--- src/ascii_to_u32_parser_defines.svh ---
// Assertion macros shared by the ASCII to u32 parser RTL.
`ifndef ASCII_TO_U32_PARSER_DEFINES_SVH
`define ASCII_TO_U32_PARSER_DEFINES_SVH

// Same-cycle implication, disabled during reset.
`define A2U_ASSERT_NOW(label, clk, rst, ante, cons, msg) \
   label: assert property (@(posedge clk) disable iff (rst) (ante) |-> (cons)) \
      else $error(msg);

// Next-cycle implication, disabled during reset.
`define A2U_ASSERT_NEXT(label, clk, rst, ante, cons, msg) \
   label: assert property (@(posedge clk) disable iff (rst) (ante) |=> (cons)) \
      else $error(msg);

`endif

--- src/a2u_pkg.sv ---
// Types, codes and constants shared by the ASCII to u32 parser modules.
package a2u_pkg;

   typedef enum logic [5:0] {
      PH_START = 6'b000001,
      PH_ZERO  = 6'b000010,
      PH_DEC   = 6'b000100,
      PH_HEX   = 6'b001000,
      PH_OCT   = 6'b010000,
      PH_ERR   = 6'b100000
   } phase_type;

   typedef struct packed {
      logic       is_nul;
      logic       is_zero;
      logic       is_x;
      logic       is_dec;
      logic       is_hex;
      logic       below_six;
      logic [3:0] digit;
   } char_class_type;

   localparam logic [7:0]  CHAR_NUL   = 8'h00;
   localparam logic [7:0]  CHAR_ZERO  = 8'h30;
   localparam logic [7:0]  CHAR_SIX   = 8'h36;
   localparam logic [7:0]  CHAR_NINE  = 8'h39;
   localparam logic [7:0]  CHAR_UP_A  = 8'h41;
   localparam logic [7:0]  CHAR_UP_F  = 8'h46;
   localparam logic [7:0]  CHAR_UP_X  = 8'h58;
   localparam logic [7:0]  CHAR_LO_A  = 8'h61;
   localparam logic [7:0]  CHAR_LO_F  = 8'h66;
   localparam logic [7:0]  CHAR_LO_X  = 8'h78;
   localparam logic [3:0]  HEX_LETTER_OFFSET = 4'd9;
   localparam logic [31:0] DEC_LIMIT  = 32'd429496729;

endpackage

--- src/a2u_char_class.sv ---
// Character classifier: sorts one ASCII code into digit classes and its digit value.
module a2u_char_class (
   input  logic [7:0]              char_code,
   output a2u_pkg::char_class_type char_class
);

   logic is_dec;
   logic is_letter;

   assign is_dec    = (char_code >= a2u_pkg::CHAR_ZERO) && (char_code <= a2u_pkg::CHAR_NINE);
   assign is_letter = ((char_code >= a2u_pkg::CHAR_UP_A) && (char_code <= a2u_pkg::CHAR_UP_F)) ||
                      ((char_code >= a2u_pkg::CHAR_LO_A) && (char_code <= a2u_pkg::CHAR_LO_F));

   always_comb begin
      char_class.is_nul    = (char_code == a2u_pkg::CHAR_NUL);
      char_class.is_zero   = (char_code == a2u_pkg::CHAR_ZERO);
      char_class.is_x      = (char_code == a2u_pkg::CHAR_UP_X) ||
                             (char_code == a2u_pkg::CHAR_LO_X);
      char_class.is_dec    = is_dec;
      char_class.is_hex    = is_dec || is_letter;
      char_class.below_six = (char_code < a2u_pkg::CHAR_SIX);
      // Upper and lower case letters share the low nibble, 1 for A through 6 for F.
      char_class.digit     = is_letter ? (char_code[3:0] + a2u_pkg::HEX_LETTER_OFFSET)
                                       : char_code[3:0];
   end

endmodule

--- src/a2u_core.sv ---
// Parse state and accumulator, advanced by one classified character per step.
module a2u_core (
   input  logic                    clock,
   input  logic                    reset,
   input  logic                    step,
   input  a2u_pkg::char_class_type char_class,
   input  logic                    auto_base,
   output a2u_pkg::phase_type      phase,
   output logic [31:0]             result_value,
   output logic                    result_error
);

   a2u_pkg::phase_type phase_ff, phase_in;
   logic [31:0]        acc_ff, acc_in;
   logic               dec_ok;
   logic               hex_ok;
   logic [31:0]        dec_next;
   logic [31:0]        hex_next;

   assign dec_ok = char_class.is_dec &&
                   ((acc_ff < a2u_pkg::DEC_LIMIT) ||
                    ((acc_ff == a2u_pkg::DEC_LIMIT) && char_class.below_six));
   // Times ten as eight plus two, then the digit.
   assign dec_next = {acc_ff[28:0], 3'b000} + {acc_ff[30:0], 1'b0} +
                     {28'd0, char_class.digit};
   assign hex_ok   = char_class.is_hex && (acc_ff[31:28] == 4'd0);
   assign hex_next = {acc_ff[27:0], char_class.digit};

   always_comb begin
      phase_in = phase_ff;
      acc_in   = acc_ff;
      if (step) begin
         if (char_class.is_nul) begin
            phase_in = a2u_pkg::PH_START;
            acc_in   = 32'd0;
         end else begin
            case (phase_ff)
               a2u_pkg::PH_START: begin
                  acc_in = 32'd0;
                  if (auto_base && char_class.is_zero) begin
                     phase_in = a2u_pkg::PH_ZERO;
                  end else if (char_class.is_dec) begin
                     phase_in = a2u_pkg::PH_DEC;
                     acc_in   = {28'd0, char_class.digit};
                  end else begin
                     phase_in = a2u_pkg::PH_ERR;
                  end
               end
               a2u_pkg::PH_ZERO: begin
                  phase_in = char_class.is_x ? a2u_pkg::PH_HEX : a2u_pkg::PH_OCT;
               end
               a2u_pkg::PH_DEC: begin
                  if (dec_ok) begin
                     acc_in = dec_next;
                  end else begin
                     phase_in = a2u_pkg::PH_ERR;
                  end
               end
               a2u_pkg::PH_HEX: begin
                  if (hex_ok) begin
                     acc_in = hex_next;
                  end else begin
                     phase_in = a2u_pkg::PH_ERR;
                  end
               end
               default: begin
                  phase_in = phase_ff;
               end
            endcase
         end
      end
   end

   always_ff @(posedge clock) begin
      if (reset) begin
         phase_ff <= a2u_pkg::PH_START;
         acc_ff   <= 32'd0;
      end else begin
         phase_ff <= phase_in;
         acc_ff   <= acc_in;
      end
   end

   assign phase        = phase_ff;
   assign result_error = (phase_ff == a2u_pkg::PH_ZERO) || (phase_ff == a2u_pkg::PH_OCT) ||
                         (phase_ff == a2u_pkg::PH_ERR);
   assign result_value = ((phase_ff == a2u_pkg::PH_ZERO) || (phase_ff == a2u_pkg::PH_OCT))
                         ? 32'd0 : acc_ff;

endmodule

--- src/ascii_to_u32_parser.sv ---
// Top level of the ASCII string to unsigned 32-bit parser.
//
//   channel  direction  handshake            payload
//   req_     in         req_valid/req_stall  req_char_code[7:0]
//   rsp_     out        rsp_valid/rsp_stall  rsp_value[31:0], rsp_error
//   csr_     in         csr_valid/csr_ready  csr_auto_base
//
// One character per cycle is taken unless a NUL waits on a stalled result; the
// accumulator update (times ten or shift by four, plus a digit) sits between
// the input register and the parse state, and a NUL's result is registered.
// Reset is synchronous: empty pipeline, start of string, auto base on.
// A stalled result blocks only NUL characters; other characters keep flowing.
`include "ascii_to_u32_parser_defines.svh"

module ascii_to_u32_parser (
   input  logic        clock,
   input  logic        reset,
   input  logic        req_valid,
   output logic        req_stall,
   input  logic [7:0]  req_char_code,
   output logic        rsp_valid,
   input  logic        rsp_stall,
   output logic [31:0] rsp_value,
   output logic        rsp_error,
   input  logic        csr_valid,
   output logic        csr_ready,
   input  logic        csr_auto_base
);

   logic                    in_valid_ff, in_valid_in;
   logic [7:0]              in_char_ff;
   logic                    auto_base_ff, auto_base_in;
   logic                    rsp_valid_ff, rsp_valid_in;
   logic [31:0]             rsp_value_ff;
   logic                    rsp_error_ff;
   a2u_pkg::char_class_type char_class;
   a2u_pkg::phase_type      phase;
   logic [31:0]             result_value;
   logic                    result_error;
   logic                    out_free;
   logic                    consume;
   logic                    load_out;
   logic                    req_take;

   a2u_char_class u_char_class (
      .char_code  (in_char_ff),
      .char_class (char_class)
   );

   a2u_core u_core (
      .clock        (clock),
      .reset        (reset),
      .step         (consume),
      .char_class   (char_class),
      .auto_base    (auto_base_ff),
      .phase        (phase),
      .result_value (result_value),
      .result_error (result_error)
   );

   assign out_free  = !rsp_valid_ff || !rsp_stall;
   assign consume   = in_valid_ff && (!char_class.is_nul || out_free);
   assign load_out  = consume && char_class.is_nul;
   assign req_stall = in_valid_ff && !consume;
   assign req_take  = req_valid && !req_stall;

   assign in_valid_in  = req_take ? 1'b1 : (consume ? 1'b0 : in_valid_ff);
   assign rsp_valid_in = load_out ? 1'b1 : (rsp_stall ? rsp_valid_ff : 1'b0);
   assign auto_base_in = (csr_valid && csr_ready) ? csr_auto_base : auto_base_ff;

   always_ff @(posedge clock) begin
      if (reset) begin
         in_valid_ff  <= 1'b0;
         rsp_valid_ff <= 1'b0;
         auto_base_ff <= 1'b1;
      end else begin
         in_valid_ff  <= in_valid_in;
         rsp_valid_ff <= rsp_valid_in;
         auto_base_ff <= auto_base_in;
      end
   end

   always_ff @(posedge clock) begin
      if (req_take) begin
         in_char_ff <= req_char_code;
      end
      if (load_out) begin
         rsp_value_ff <= result_value;
         rsp_error_ff <= result_error;
      end
   end

   assign csr_ready = 1'b1;
   assign rsp_valid = rsp_valid_ff;
   assign rsp_value = rsp_value_ff;
   assign rsp_error = rsp_error_ff;

   `A2U_ASSERT_NEXT(a_req_lands, clock, reset, req_take, in_valid_ff,
      "accepted request did not reach the input register")
   `A2U_ASSERT_NEXT(a_held_request, clock, reset, in_valid_ff && !consume, in_valid_ff,
      "waiting request was dropped from the input register")
   `A2U_ASSERT_NEXT(a_nul_restarts, clock, reset, load_out, phase == a2u_pkg::PH_START,
      "parse state did not return to start after a terminator")
   `A2U_ASSERT_NEXT(a_octal_error, clock, reset,
      load_out && (phase == a2u_pkg::PH_ZERO || phase == a2u_pkg::PH_OCT),
      rsp_valid && rsp_error && (rsp_value == 32'd0),
      "octal string did not give an error with value zero")

endmodule

--- config.mk ---
export PLATFORM = sky130hd
export DESIGN_NAME = ascii_to_u32_parser
export DESIGN_NICKNAME = d
export VERILOG_FILES = /design/src/a2u_pkg.sv /design/src/a2u_char_class.sv /design/src/a2u_core.sv /design/src/ascii_to_u32_parser.sv
export VERILOG_INCLUDE_DIRS = /design/src /design/src/src
export SDC_FILE = /design/constraint.sdc
export NUM_CORES = 1
export LEC_CHECK = 0
export ABC_AREA = 1
export BUFFER_PORTS_ARGS = -buffer_cell sky130_fd_sc_hd__buf_2
export CORE_UTILIZATION = 39
export DETAILED_ROUTE_END_ITERATION = 16
export HOLD_SLACK_MARGIN = 0.08
export PLACE_DENSITY = 0.62
export SETUP_SLACK_MARGIN = 0.3
export SLEW_MARGIN = 10
export SYNTH_ARGS = -nofsm -noshare
export SYNTH_HDL_FRONTEND = slang
export SYNTH_HIERARCHICAL = 1
export SYNTH_SLANG_ARGS = --single-unit
--- constraint.sdc ---
create_clock -name clock -period 4.51 [get_ports clock]
set_input_delay 1.1275 -clock clock [delete_from_list [all_inputs] [get_ports clock]]
set_output_delay 1.1275 -clock clock [all_outputs]
set_load 0.1 [all_outputs]
==> metrics <==
status completed; Setup crit start kind register; Critical Path RT 4770 ps; largest family of logic cells by synthesized area simple AND/OR/NAND/NOR gates; Post-Synthesis Cells 1001; Worst-Margin Slew 1110 ps; area leader, netlist edfxtp_1; Hold Path Class reg -> reg; synth top area cells edfxtp_1, nand2_1, dfxtp_1; fin crit share 0.777; final setup TNS 0 ps; worst hold margin 476 ps; clk sink count slightly above 80; DRT Wirelength 18000 µm; Compound-Gate Fraction of Synth Area 0.0965; cts hold-fix bufs 0; fmax 0.285 GHz; Via density 5.01; DRC 0; Synth top area share 0.186; power density over the cells 272 nW/µm²; R2R Path Start in_char_ff[1]; Worst Setup SP in_char_ff[1]; Total GRT Usage 0.214; worst-path fanout max 5; Synth Area in XOR/XNOR 0.00663; I/O pin count 50; FF+latch count, synth 82; Hold Path Origin auto_base_ff; slew margin rel. 0.256; Ys Warns 6; largest net degree at the start of global routing 46; Seq/Total Area, Yosys 0.310; post-route ant nets 0; total number of vias 6340; Port Buffers 48; drt wl/cell 14.3 µm; endpoint class of the critical path register; Die Height 132 µm; hpwl dp 14000 µm; root buffer cell clkbuf_16; Syn Std Cell Area 6610 µm²; VDD IR-drop max 0.220 mV; Hold Fails Final Rpt 0; Synth Area in Simple Gates 0.345; Setup CP Type reg -> reg; Avg Cell Area, Syn 6.60 µm²; clock buffer depth 2; initial antenna violation count 0; Tmin final 3500 ps; post-cts resize count 0; Post-Synth Adder-Cell Area 0.122; syn nets 1078; iteration-0 DRC count of the detailed router 483; CTS tree built; number of global-route vias before repair 6015; Initial Utilization 0.399; share of layout cells above drive strength 1 0.0928; library cells used by synthesis 41; max cap viols 0; Post-synth EDFFs 41; GP Congestion 0.962; first-pass GRT wire length 29600 µm; P_leak 3.81 nW; clk_skew 7.89 ps; multiplexer share of the synthesized area 0.00303; Num CTS Buffers 9; area grow syn2layout 10.8%; CTS H-tree depth 3; clk slew on worst S/H paths 60 ps; Final #Nets 1117; DRT Pass-1 Iters 5; # fillers 1753; postcts setup bufs 0; CP Data Arrival Time 3770 ps; Core Region 16600 µm²; Site Rows 47; die width 132 µm; # setup viols final 0; diode count 0; Clk Latency, worst-skew pair 340 ps; Die ar. between 15000 and 20000 µm²; Most used DFF post-synth edfxtp_1; asr flop ratio synth 0; RSZ-0062 raised after global routing no; GR Overflow Total 0; Final Max Slew Viols 0
worst max-delay path: stages (launching register included):
cell and delay, ps:
edfxtp_1 430, inv_1 120, ha_1 160, inv_1 50, nand3_2 100, nand3_2 130
nand2_1 90, inv_1 70, fa_1 530, inv_1 60, fa_1 470, nand3_1 110
nand3_1 180, nand2_1 140, nand2_1 90, nand2_1 110, nand3_1 90, nand2_1 70
nand3_1 70, a21oi_1 140, nand2_1 70, a21oi_1 150
per-stage QoR:
step                area (µm²)  setup WS [ps]  utilization  total power, mW  cells
finish                    7320           1010        0.442             1.99   1265
global route              7320            583        0.442             2.09   1265
CTS                       7320           1010        0.442             2.01   1265
detailed placement        7010           1030        0.423             1.24   1249
global placement          7010           1100        0.423             1.23   1249
floorplan                 6610           1290            -             1.14   1001
final timing paths:
path,slack [ps],cells past startpoint,endpoint
worst min register to register,480,2,auto_base_ff
worst max register to register,1010,21,u_core/acc_ff[24]
worst max-delay path,1010,21,u_core/acc_ff[24]
worst min-delay path,480,2,auto_base_ff
metal layers:
metal / GRT usage / share of wire
met1: 0.282 / 0.47
met2: 0.357 / 0.46
met3: 0.0315 / 0.040
met4: 0.0773 / 0.028
met5: 0 / 0
synth_stat cells (3+ instances only):
master and instances:
nor2_4 3, nand2_2 4, nand4_1 16, nand3b_1 3, buf_4 7, a21oi_1 64, inv_2 5, clkbuf_1 9
xor2_1 5, inv_1 165, nand3_2 4, o21ai_1 10, or2_2 4, nand2_1 306, nor2_2 4, buf_2 3
o22ai_1 8, dfxtp_1 41, ha_1 61, nor2_1 110, edfxtp_1 41, nor3_1 7, o21ai_0 31, nand3_1 67
cell families after synthesis:
kind of cell             after synthesis
flip-flops                            82
multiplexers                           2
AO/OA/AOI/OAI                        120
AND/OR/NAND/NOR                      536
buffers and inverters                192
XOR/XNOR                               5
other                                  1
adder cells (fa/ha/maj)               63
placed cells by master, fill, tap and decap left out, types with 7 or more instances in the layout:
| cell type | instances |
|---|---|
| a21oi_1 | 64 |
| o21ai_0 | 31 |
| nand2_1 | 306 |
| edfxtp_1 | 41 |
| o22ai_1 | 8 |
| o21ai_1 | 10 |
| clkbuf_16 | 9 |
| nor3_1 | 7 |
| nand4_1 | 16 |
| dfxtp_1 | 41 |
| nand3_1 | 67 |
| ha_1 | 61 |
| nor2_1 | 110 |
| inv_1 | 165 |
| buf_2 | 48 |
state kept, by name, summed over array words and instances (netlist names):
name and cells:
u_core/acc_ff 32, auto_base_ff 1, u_core/phase 6, rsp_valid 1, rsp_value 32, rsp_error 1
in_char_ff 8, in_valid_ff 1
report_power, final:
group,leakage (nW),switching [mW],total (mW),internal [mW]
registers,0.736,0.0422,0.860,0.818
clock network,0.149,0.325,0.764,0.439
logic,2.93,0.248,0.366,0.118
final cells by class:
type                    instances  area, µm²  area share
multi-input cells             727       3790       0.518
flip-flops and latches         82       2050       0.280
inverters                     170        638      0.0871
well taps                     220        275      0.0376
repair buffers                 50        255      0.0349
clock buffers                   9        225      0.0308
clock inverters                 7       83.8      0.0114
No activity file was read; power rests on OpenSTA's default activity.
